<file path="src/sv/rmsn_pkg.sv">
// Shared types, constants and the name compare function for the record sorter.
// Used by rmsn_ctrl, rmsn_dpath and record_merge_sort_by_name; no dependencies.
package rmsn_pkg;

  localparam int unsigned MAX_RECORDS = 64;
  localparam int unsigned NAME_BYTES  = 20;
  localparam int unsigned IDX_W       = $clog2(MAX_RECORDS);
  localparam int unsigned CNT_W       = IDX_W + 1;
  localparam int unsigned STACK_DEPTH = 8;
  localparam int unsigned SP_W        = $clog2(STACK_DEPTH) + 1;
  localparam int unsigned NAME_W      = 160;

  typedef logic [IDX_W-1:0] idx_t;
  typedef logic [CNT_W-1:0] cnt_t;

  typedef struct packed {
    logic [31:0] name_c;
    logic [63:0] name_b;
    logic [63:0] name_a;
    logic [31:0] salary;
    logic [31:0] number;
  } record_t;

  typedef struct packed {
    logic load_we;
    idx_t load_addr;
    logic main_we;
    idx_t main_waddr;
    idx_t main_wdata;
    idx_t main_raddr;
    logic scr_we;
    idx_t scr_waddr;
    idx_t scr_wdata;
    idx_t scr_raddr_a;
    idx_t scr_raddr_b;
    idx_t name_ra;
    idx_t name_rb;
  } cmd_t;

  typedef struct packed {
    idx_t main_rdata;
    idx_t scr_rdata_a;
    idx_t scr_rdata_b;
    logic less;
  } sts_t;

  // Bytewise unsigned compare that stops at the first zero byte.
  function automatic logic name_less(input logic [NAME_W-1:0] x, input logic [NAME_W-1:0] y);
    logic       done;
    logic       res;
    logic [7:0] xb;
    logic [7:0] yb;
    done = 1'b0;
    res  = 1'b0;
    for (int p = 0; p < NAME_BYTES; p++) begin
      xb = x[NAME_W-1-8*p -: 8];
      yb = y[NAME_W-1-8*p -: 8];
      if (!done) begin
        if (xb != yb) begin
          res  = (xb < yb);
          done = 1'b1;
        end else if (xb == 8'd0) begin
          done = 1'b1;
        end
      end
    end
    return res;
  endfunction

endpackage

</file>
<file path="src/sv/rmsn_ctrl.sv">
// Controller of the record sorter: load, top-down merge sort sequencing, output.
// Depends on rmsn_pkg; commands rmsn_dpath through cmd_t and reads sts_t.
module rmsn_ctrl (
  input  logic           clk_i,
  input  logic           rst_ni,
  input  logic           in_valid_i,
  input  logic           in_last_i,
  output logic           in_ready_o,
  output logic           out_valid_o,
  output logic           out_last_o,
  input  logic           out_ready_i,
  input  rmsn_pkg::sts_t sts_i,
  output rmsn_pkg::cmd_t cmd_o
);
  import rmsn_pkg::*;

  typedef enum logic [9:0] {
    S_LOAD   = 10'b0000000001,
    S_INIT   = 10'b0000000010,
    S_POP    = 10'b0000000100,
    S_CP_RD  = 10'b0000001000,
    S_CP_WR  = 10'b0000010000,
    S_M_IDX  = 10'b0000100000,
    S_M_NAME = 10'b0001000000,
    S_M_CMP  = 10'b0010000000,
    S_O_IDX  = 10'b0100000000,
    S_O_REC  = 10'b1000000000
  } state_e;

  typedef enum logic [1:0] {
    PH_LEFT  = 2'd0,
    PH_RIGHT = 2'd1,
    PH_MERGE = 2'd2
  } phase_e;

  state_e state_q, state_d;
  cnt_t   cnt_q, cnt_d;
  cnt_t   k_q, k_d, i_q, i_d, j_q, j_d;
  idx_t   lo_q, lo_d, mid_q, mid_d, hi_q, hi_d;
  idx_t   li_q, li_d, rj_q, rj_d, r_q, r_d;
  logic   out_valid_q, out_valid_d;
  logic [SP_W-1:0] sp_q, sp_d;
  idx_t   stk_lo_q [STACK_DEPTH];
  idx_t   stk_hi_q [STACK_DEPTH];
  phase_e stk_ph_q [STACK_DEPTH];

  logic [SP_W-2:0] top;
  idx_t   t_lo, t_hi, t_mid;
  phase_e t_ph;
  logic   stk_we;
  logic [SP_W-2:0] stk_waddr;
  idx_t   stk_wlo, stk_whi;
  phase_e stk_wph;
  logic   ph_adv;
  phase_e ph_next;
  logic   take_left;
  idx_t   mid_sum;

  assign top   = sp_q[SP_W-2:0] - 1'b1;
  assign t_lo  = stk_lo_q[top];
  assign t_hi  = stk_hi_q[top];
  assign t_ph  = stk_ph_q[top];
  assign mid_sum = IDX_W'(({1'b0, t_lo} + {1'b0, t_hi}) >> 1);
  assign t_mid = mid_sum;
  assign take_left = (j_q > {1'b0, hi_q}) || ((i_q <= {1'b0, mid_q}) && sts_i.less);

  always_comb begin
    state_d = state_q;
    cnt_d = cnt_q; k_d = k_q; i_d = i_q; j_d = j_q;
    lo_d = lo_q; mid_d = mid_q; hi_d = hi_q;
    li_d = li_q; rj_d = rj_q; r_d = r_q;
    sp_d = sp_q;
    out_valid_d = out_valid_q;
    stk_we = 1'b0; stk_waddr = top; stk_wlo = t_lo; stk_whi = t_hi; stk_wph = t_ph;
    ph_adv = 1'b0; ph_next = t_ph;
    cmd_o = '0;
    cmd_o.load_addr  = cnt_q[IDX_W-1:0];
    cmd_o.name_ra    = r_q;
    in_ready_o = 1'b0;
    unique case (state_q)
      S_LOAD: begin
        in_ready_o = 1'b1;
        if (in_valid_i) begin
          if (cnt_q < cnt_t'(MAX_RECORDS)) begin
            cmd_o.load_we = 1'b1;
            cnt_d = cnt_q + 1'b1;
          end
          if (in_last_i) begin
            k_d = '0;
            if (cnt_d == '0) begin
              state_d = S_LOAD;
            end else begin
              state_d = S_INIT;
            end
          end
        end
      end
      S_INIT: begin
        cmd_o.main_we    = 1'b1;
        cmd_o.main_waddr = k_q[IDX_W-1:0];
        cmd_o.main_wdata = k_q[IDX_W-1:0];
        k_d = k_q + 1'b1;
        if (k_d == cnt_q) begin
          stk_we = 1'b1; stk_waddr = '0;
          stk_wlo = '0; stk_whi = IDX_W'(cnt_q - 1'b1); stk_wph = PH_LEFT;
          sp_d = SP_W'(1);
          state_d = S_POP;
        end
      end
      S_POP: begin
        if (sp_q == '0) begin
          k_d = '0;
          state_d = S_O_IDX;
        end else if (t_lo >= t_hi) begin
          sp_d = sp_q - 1'b1;
        end else if (t_ph == PH_LEFT) begin
          stk_we = 1'b1; stk_wph = PH_LEFT;
          stk_waddr = sp_q[SP_W-2:0];
          stk_wlo = t_lo; stk_whi = t_mid;
          ph_adv = 1'b1; ph_next = PH_RIGHT;
          sp_d = sp_q + 1'b1;
        end else if (t_ph == PH_RIGHT) begin
          stk_we = 1'b1; stk_wph = PH_LEFT;
          stk_waddr = sp_q[SP_W-2:0];
          stk_wlo = t_mid + 1'b1; stk_whi = t_hi;
          ph_adv = 1'b1; ph_next = PH_MERGE;
          sp_d = sp_q + 1'b1;
        end else begin
          lo_d = t_lo; mid_d = t_mid; hi_d = t_hi;
          k_d = {1'b0, t_lo};
          state_d = S_CP_RD;
        end
      end
      S_CP_RD: begin
        cmd_o.main_raddr = k_q[IDX_W-1:0];
        state_d = S_CP_WR;
      end
      S_CP_WR: begin
        cmd_o.scr_we    = 1'b1;
        cmd_o.scr_waddr = k_q[IDX_W-1:0];
        cmd_o.scr_wdata = sts_i.main_rdata;
        if (k_q == {1'b0, hi_q}) begin
          i_d = {1'b0, lo_q};
          j_d = {1'b0, mid_q} + 1'b1;
          k_d = {1'b0, lo_q};
          state_d = S_M_IDX;
        end else begin
          k_d = k_q + 1'b1;
          state_d = S_CP_RD;
        end
      end
      S_M_IDX: begin
        cmd_o.scr_raddr_a = i_q[IDX_W-1:0];
        cmd_o.scr_raddr_b = j_q[IDX_W-1:0];
        state_d = S_M_NAME;
      end
      S_M_NAME: begin
        cmd_o.name_ra = sts_i.scr_rdata_a;
        cmd_o.name_rb = sts_i.scr_rdata_b;
        li_d = sts_i.scr_rdata_a;
        rj_d = sts_i.scr_rdata_b;
        state_d = S_M_CMP;
      end
      S_M_CMP: begin
        cmd_o.main_we    = 1'b1;
        cmd_o.main_waddr = k_q[IDX_W-1:0];
        cmd_o.main_wdata = take_left ? li_q : rj_q;
        if (take_left) begin
          i_d = i_q + 1'b1;
        end else begin
          j_d = j_q + 1'b1;
        end
        if (k_q == {1'b0, hi_q}) begin
          sp_d = sp_q - 1'b1;
          state_d = S_POP;
        end else begin
          k_d = k_q + 1'b1;
          state_d = S_M_IDX;
        end
      end
      S_O_IDX: begin
        cmd_o.main_raddr = k_q[IDX_W-1:0];
        if (out_valid_q) begin
          if (out_ready_i) begin
            out_valid_d = 1'b0;
            if (k_q + 1'b1 == cnt_q) begin
              cnt_d = '0;
              state_d = S_LOAD;
            end else begin
              k_d = k_q + 1'b1;
              cmd_o.main_raddr = k_d[IDX_W-1:0];
              state_d = S_O_REC;
            end
          end
        end else begin
          state_d = S_O_REC;
        end
      end
      S_O_REC: begin
        cmd_o.name_ra = sts_i.main_rdata;
        r_d = sts_i.main_rdata;
        out_valid_d = 1'b1;
        state_d = S_O_IDX;
      end
      default: begin
        state_d = S_LOAD;
      end
    endcase
  end

  assign out_valid_o = out_valid_q;
  assign out_last_o  = out_valid_q && (k_q + 1'b1 == cnt_q);

  always_ff @(posedge clk_i or negedge rst_ni) begin
    if (!rst_ni) begin
      state_q     <= S_LOAD;
      cnt_q       <= '0;
      k_q         <= '0;
      sp_q        <= '0;
      out_valid_q <= 1'b0;
    end else begin
      state_q     <= state_d;
      cnt_q       <= cnt_d;
      k_q         <= k_d;
      sp_q        <= sp_d;
      out_valid_q <= out_valid_d;
    end
  end

  always_ff @(posedge clk_i) begin
    i_q <= i_d; j_q <= j_d;
    lo_q <= lo_d; mid_q <= mid_d; hi_q <= hi_d;
    li_q <= li_d; rj_q <= rj_d; r_q <= r_d;
    if (stk_we) begin
      stk_lo_q[stk_waddr] <= stk_wlo;
      stk_hi_q[stk_waddr] <= stk_whi;
    end
    for (int e = 0; e < STACK_DEPTH; e++) begin
      if (stk_we && (stk_waddr == (SP_W-1)'(e))) begin
        stk_ph_q[e] <= stk_wph;
      end else if (ph_adv && (top == (SP_W-1)'(e))) begin
        stk_ph_q[e] <= ph_next;
      end
    end
  end

endmodule

</file>
<file path="config.mk">
export PLATFORM = sky130hd
export DESIGN_NAME = rmsn_ctrl
export DESIGN_NICKNAME = d
export VERILOG_FILES = /design/src/sv/rmsn_pkg.sv /design/src/sv/rmsn_ctrl.sv
export SDC_FILE = /design/constraint.sdc
export NUM_CORES = 1
export LEC_CHECK = 0
export BUFFER_PORTS_ARGS = -buffer_cell sky130_fd_sc_hd__buf_2
export CORE_MARGIN = 5
export CORE_UTILIZATION = 32
export DETAILED_ROUTE_END_ITERATION = 8
export PLACE_DENSITY = 0.49
export SLEW_MARGIN = 40
export SYNTH_ARGS = -nofsm -noshare
export SYNTH_HDL_FRONTEND = slang
export SYNTH_SLANG_ARGS = --single-unit
</file>
<file path="constraint.sdc">
create_clock -name clk_i -period 13.4 [get_ports clk_i]
set_clock_uncertainty 0.05 [all_clocks]
set_input_delay 2.68 -clock clk_i [delete_from_list [all_inputs] [get_ports clk_i]]
set_output_delay 2.68 -clock clk_i [all_outputs]
set_load 0.01 [all_outputs]
</file>
==> flow_metrics.tcl <==
set metrics [dict create \
    status "completed" \
    routabilityCongestion 0.833 \
    cp-end-kind "primary output" \
    dp_slack_ns 6.45 \
    syn_nets 963 \
    hold_start "lo_q[1]" \
    synthMuxAreaShare 0.0829 \
    power_frac_comb 0.492 \
    synth_area_um2 10400 \
    critPathSlowestCell "a2111oi_4" \
    cts_setup_buffers 0 \
    fin_nets 1036 \
    min_to "i_q[1]" \
    rsz0062_at_grt "false" \
    io_pins 90 \
    reg2reg_depth 19 \
    period_share 0.516 \
    cp_max_fo 8 \
    finalHoldViolCount 0 \
    sw_frac_of_total 0.437 \
    timing.rr.end "stk_ph_q[7][0]" \
    p_leak_nw 4.77 \
    path_clk_slew_ns 0.08 \
    diodes 0 \
    clock-sinks 191 \
    clock_latency_ns 0.44 \
    hold_depth 2 \
    max-vdd-ir-drop_v 0.000135 \
    r2r_start "sp_q[1]" \
    synth_cells 898 \
    grt_max_degree 40 \
    worstPathArrival_ns 4.19 \
    grt_pass1_wl_mm 42.8 \
    cap_violations 0 \
    cts-root-buf "clkbuf_16" \
    cts_inserted_buffers 17 \
    core_area_um2 32400 \
    synth_compound_area_frac 0.101 \
    synth_top_family_by_area "simple AND/OR/NAND/NOR gates" \
    max_freq_ghz 0.145 \
    synth_seq_cells 191 \
    start_kind "input pin" \
    crit_chain "buf_2 -> nand2b_1 -> nor2_1 -> a2111oi_4 -> mux2i_1 -> o22ai_1 -> buf_2" \
    drv_slew 0 \
    fin_area_um2 12000 \
    ys_warn_count 0 \
    crit_top_cell "buf_2" \
    finalSetupViolations 0 \
    p_switching_mw 1.24 \
    synth_fa_ha_area_frac 0.0500 \
    std_cell_rows 66 \
    clk_path_buf_depth 2 \
    post_cts_resize_count 0 \
    avgSynthCellArea_um2 11.6 \
    cpPeakStageDelay_ns 0.73 \
    ys_async_sr_fraction 0.152 \
    wl_per_cell_um 19.1 \
    hp-class "flip-flop to flip-flop" \
    setup_ws_ns 6.48 \
    antenna_found_initial 0 \
    cts_tree "yes" \
    synth_area_leader_cell "edfxtp_1" \
    fin_util 0.369 \
    drive_above_1_share 0.189 \
    worst-setup-path-type "input pin to primary output" \
    synth_top_area_frac 0.467 \
    die_area_um2 36300 \
    die_w_um 190 \
    dr.pass1.iters 6 \
    cp.required_ns 10.67 \
    internal_power_mw 1.61 \
    track_usage 0.152 \
    initial_utilization 0.322 \
    vias 7241 \
    viasPerCell 5.08 \
    overflow 0 \
    drt_iter0_drc 487 \
    grt_pass1_vias 7315 \
    place.port_buffers 89 \
    hold_buffers 0 \
    seq_area_frac_synth 0.537 \
    p_clk_frac 0.185 \
    ys.flop_type "edfxtp_1" \
    synth_edf_count 162 \
    place_area_um2 11300 \
    wl_mm 27.2 \
    p_total_mw 2.85 \
    hpwl_mm 19.3 \
    synth.distinct_cells 73 \
    areaGrowthSynthToFinish_pct 14.7 \
    relSlewSlack 0.465 \
    tightest_slew_ns 0.797 \
    regToRegSetupSlack_ns 7.70 \
    ant_nets 0 \
    die_height_um 190 \
    htree_levels 4 \
    synth_area_leaders "edfxtp_1 47%, dfrtp_1 6.7%, mux4_2 6.1%, ha_1 4.8%, nand2_1 4.5%" \
    drc_errors 0 \
    final.min_clock_period_ns 6.92 \
    seq_power_share 0.322 \
    path_buf_inv 2 \
    synth-xor-area-share 0.0370 \
    finalSetupTns_ns 0 \
    powerDensity_nw_per_um2 238 \
    cp_top_family "compound AO/OA/AOI/OAI gates" \
    yosys.area_share.simple 0.157 \
]
[state kept, by name, summed over array words and instances (netlist names)]
| name | cells |
|---|---|
| k_q | 7 |
| j_q | 7 |
| sp_q | 4 |
| stk_lo_q | 48 |
| r_q | 6 |
| i_q | 7 |
| mid_q | 6 |
| stk_hi_q | 48 |
| out_valid_o | 1 |
| lo_q | 6 |
| hi_q | 6 |
| stk_ph_q | 16 |
| state_q | 10 |
| rj_q | 6 |
| cnt_q | 7 |
| li_q | 6 |
[kinds of logic (layout without fill, tap and decap cells)]
logic type / after synthesis / in the layout
multiplexers: 51 / 51
flip-flops: 191 / 191
buffers and inverters: 91 / 177
AND/OR/NAND/NOR: 324 / 324
adder cells (fa/ha/maj): 41 / 41
XOR/XNOR: 44 / 44
AO/OA/AOI/OAI: 156 / 156
[layout make-up]
cell class / count / area (um^2)
timing repair buffer: 102 / 546
inverter: 43 / 161
fill: 3213 / 20400
sequential: 191 / 5590
multi-input combinational: 616 / 4480
tap: 442 / 553
clock inverter: 15 / 194
clock buffer: 17 / 425
[cell usage in the layout, fill, tap and decap left out, types with 7 or more instances in the layout]
cell type and count:
clkbuf_16 17, o21a_1 7, a21o_1 8, inv_1 43, a21oi_1 20, nand3_1 25, edfxtp_1 162, ha_1 40
o22ai_1 8, dfrtp_1 27, mux4_2 28, o31ai_1 7, and2_1 36, and3_1 9, mux2i_1 21, nor2b_1 7
nor3_1 15, nand4_1 7, nand2_1 126, a22oi_1 7, buf_4 14, xor2_1 22, o21ai_0 44, nor2_1 51
buf_2 88, xnor2_1 22
[cells in the mapped netlist (all sizes together), types with 21 or more instances]
| cell | number |
|---|---|
| o21ai | 50 |
| inv | 43 |
| xor2 | 22 |
| edfxtp | 162 |
| nor2 | 52 |
| xnor2 | 22 |
| dfrtp | 28 |
| mux2i | 21 |
| clkbuf | 33 |
| nand3 | 25 |
| and2 | 36 |
| a21oi | 21 |
| nand2 | 126 |
| ha | 40 |
| mux4 | 28 |
[worst max path at each step]
stage,depth (start not counted),start,end
2_1_floorplan,5,sts_i[0],cmd_o[44]
6_report,7,sts_i[0],cmd_o[48]
5_1_grt,7,sts_i[0],cmd_o[48]
3_3_place_gp,7,sts_i[0],cmd_o[48]
4_1_cts,7,sts_i[0],cmd_o[43]
3_5_place_dp,7,sts_i[0],cmd_o[43]
[through the flow]
stage | instances | hold WS (ns)
after floorplan | 898 | 0.460
after global placement | 1394 | 0.524
after detailed placement | 1394 | 0.534
after CTS | 1426 | 0.549
after global routing | 1426 | 0.583
final | 1426 | 0.534
[worst min-delay path, stage by stage, from the launching register on]
cell	delay [ns]
edfxtp_1	0.38
nand2_1	0.06
nand2_1	0.05
[layer usage]
metal,routed length [um],up-vias,track usage,share of wire
met5,0,-,0,0
li1,-,3459,-,-
met1,12100,3554,0.201,0.45
met2,13200,197,0.254,0.49
met4,513,0,0.0450,0.019
met3,1340,31,0.0291,0.049
[power by group through the flow]
stage / clock [mW] / combinational [mW] / sequential, mW
2_1_floorplan: 0 / 1.01 / 0.886
3_3_place_gp: 0 / 1.40 / 0.933
3_5_place_dp: 0 / 1.41 / 0.932
4_1_cts: 0.543 / 1.41 / 0.919
5_1_grt: 0.568 / 1.57 / 0.927
6_report: 0.529 / 1.40 / 0.919
(Power assumes the default switching activity.)
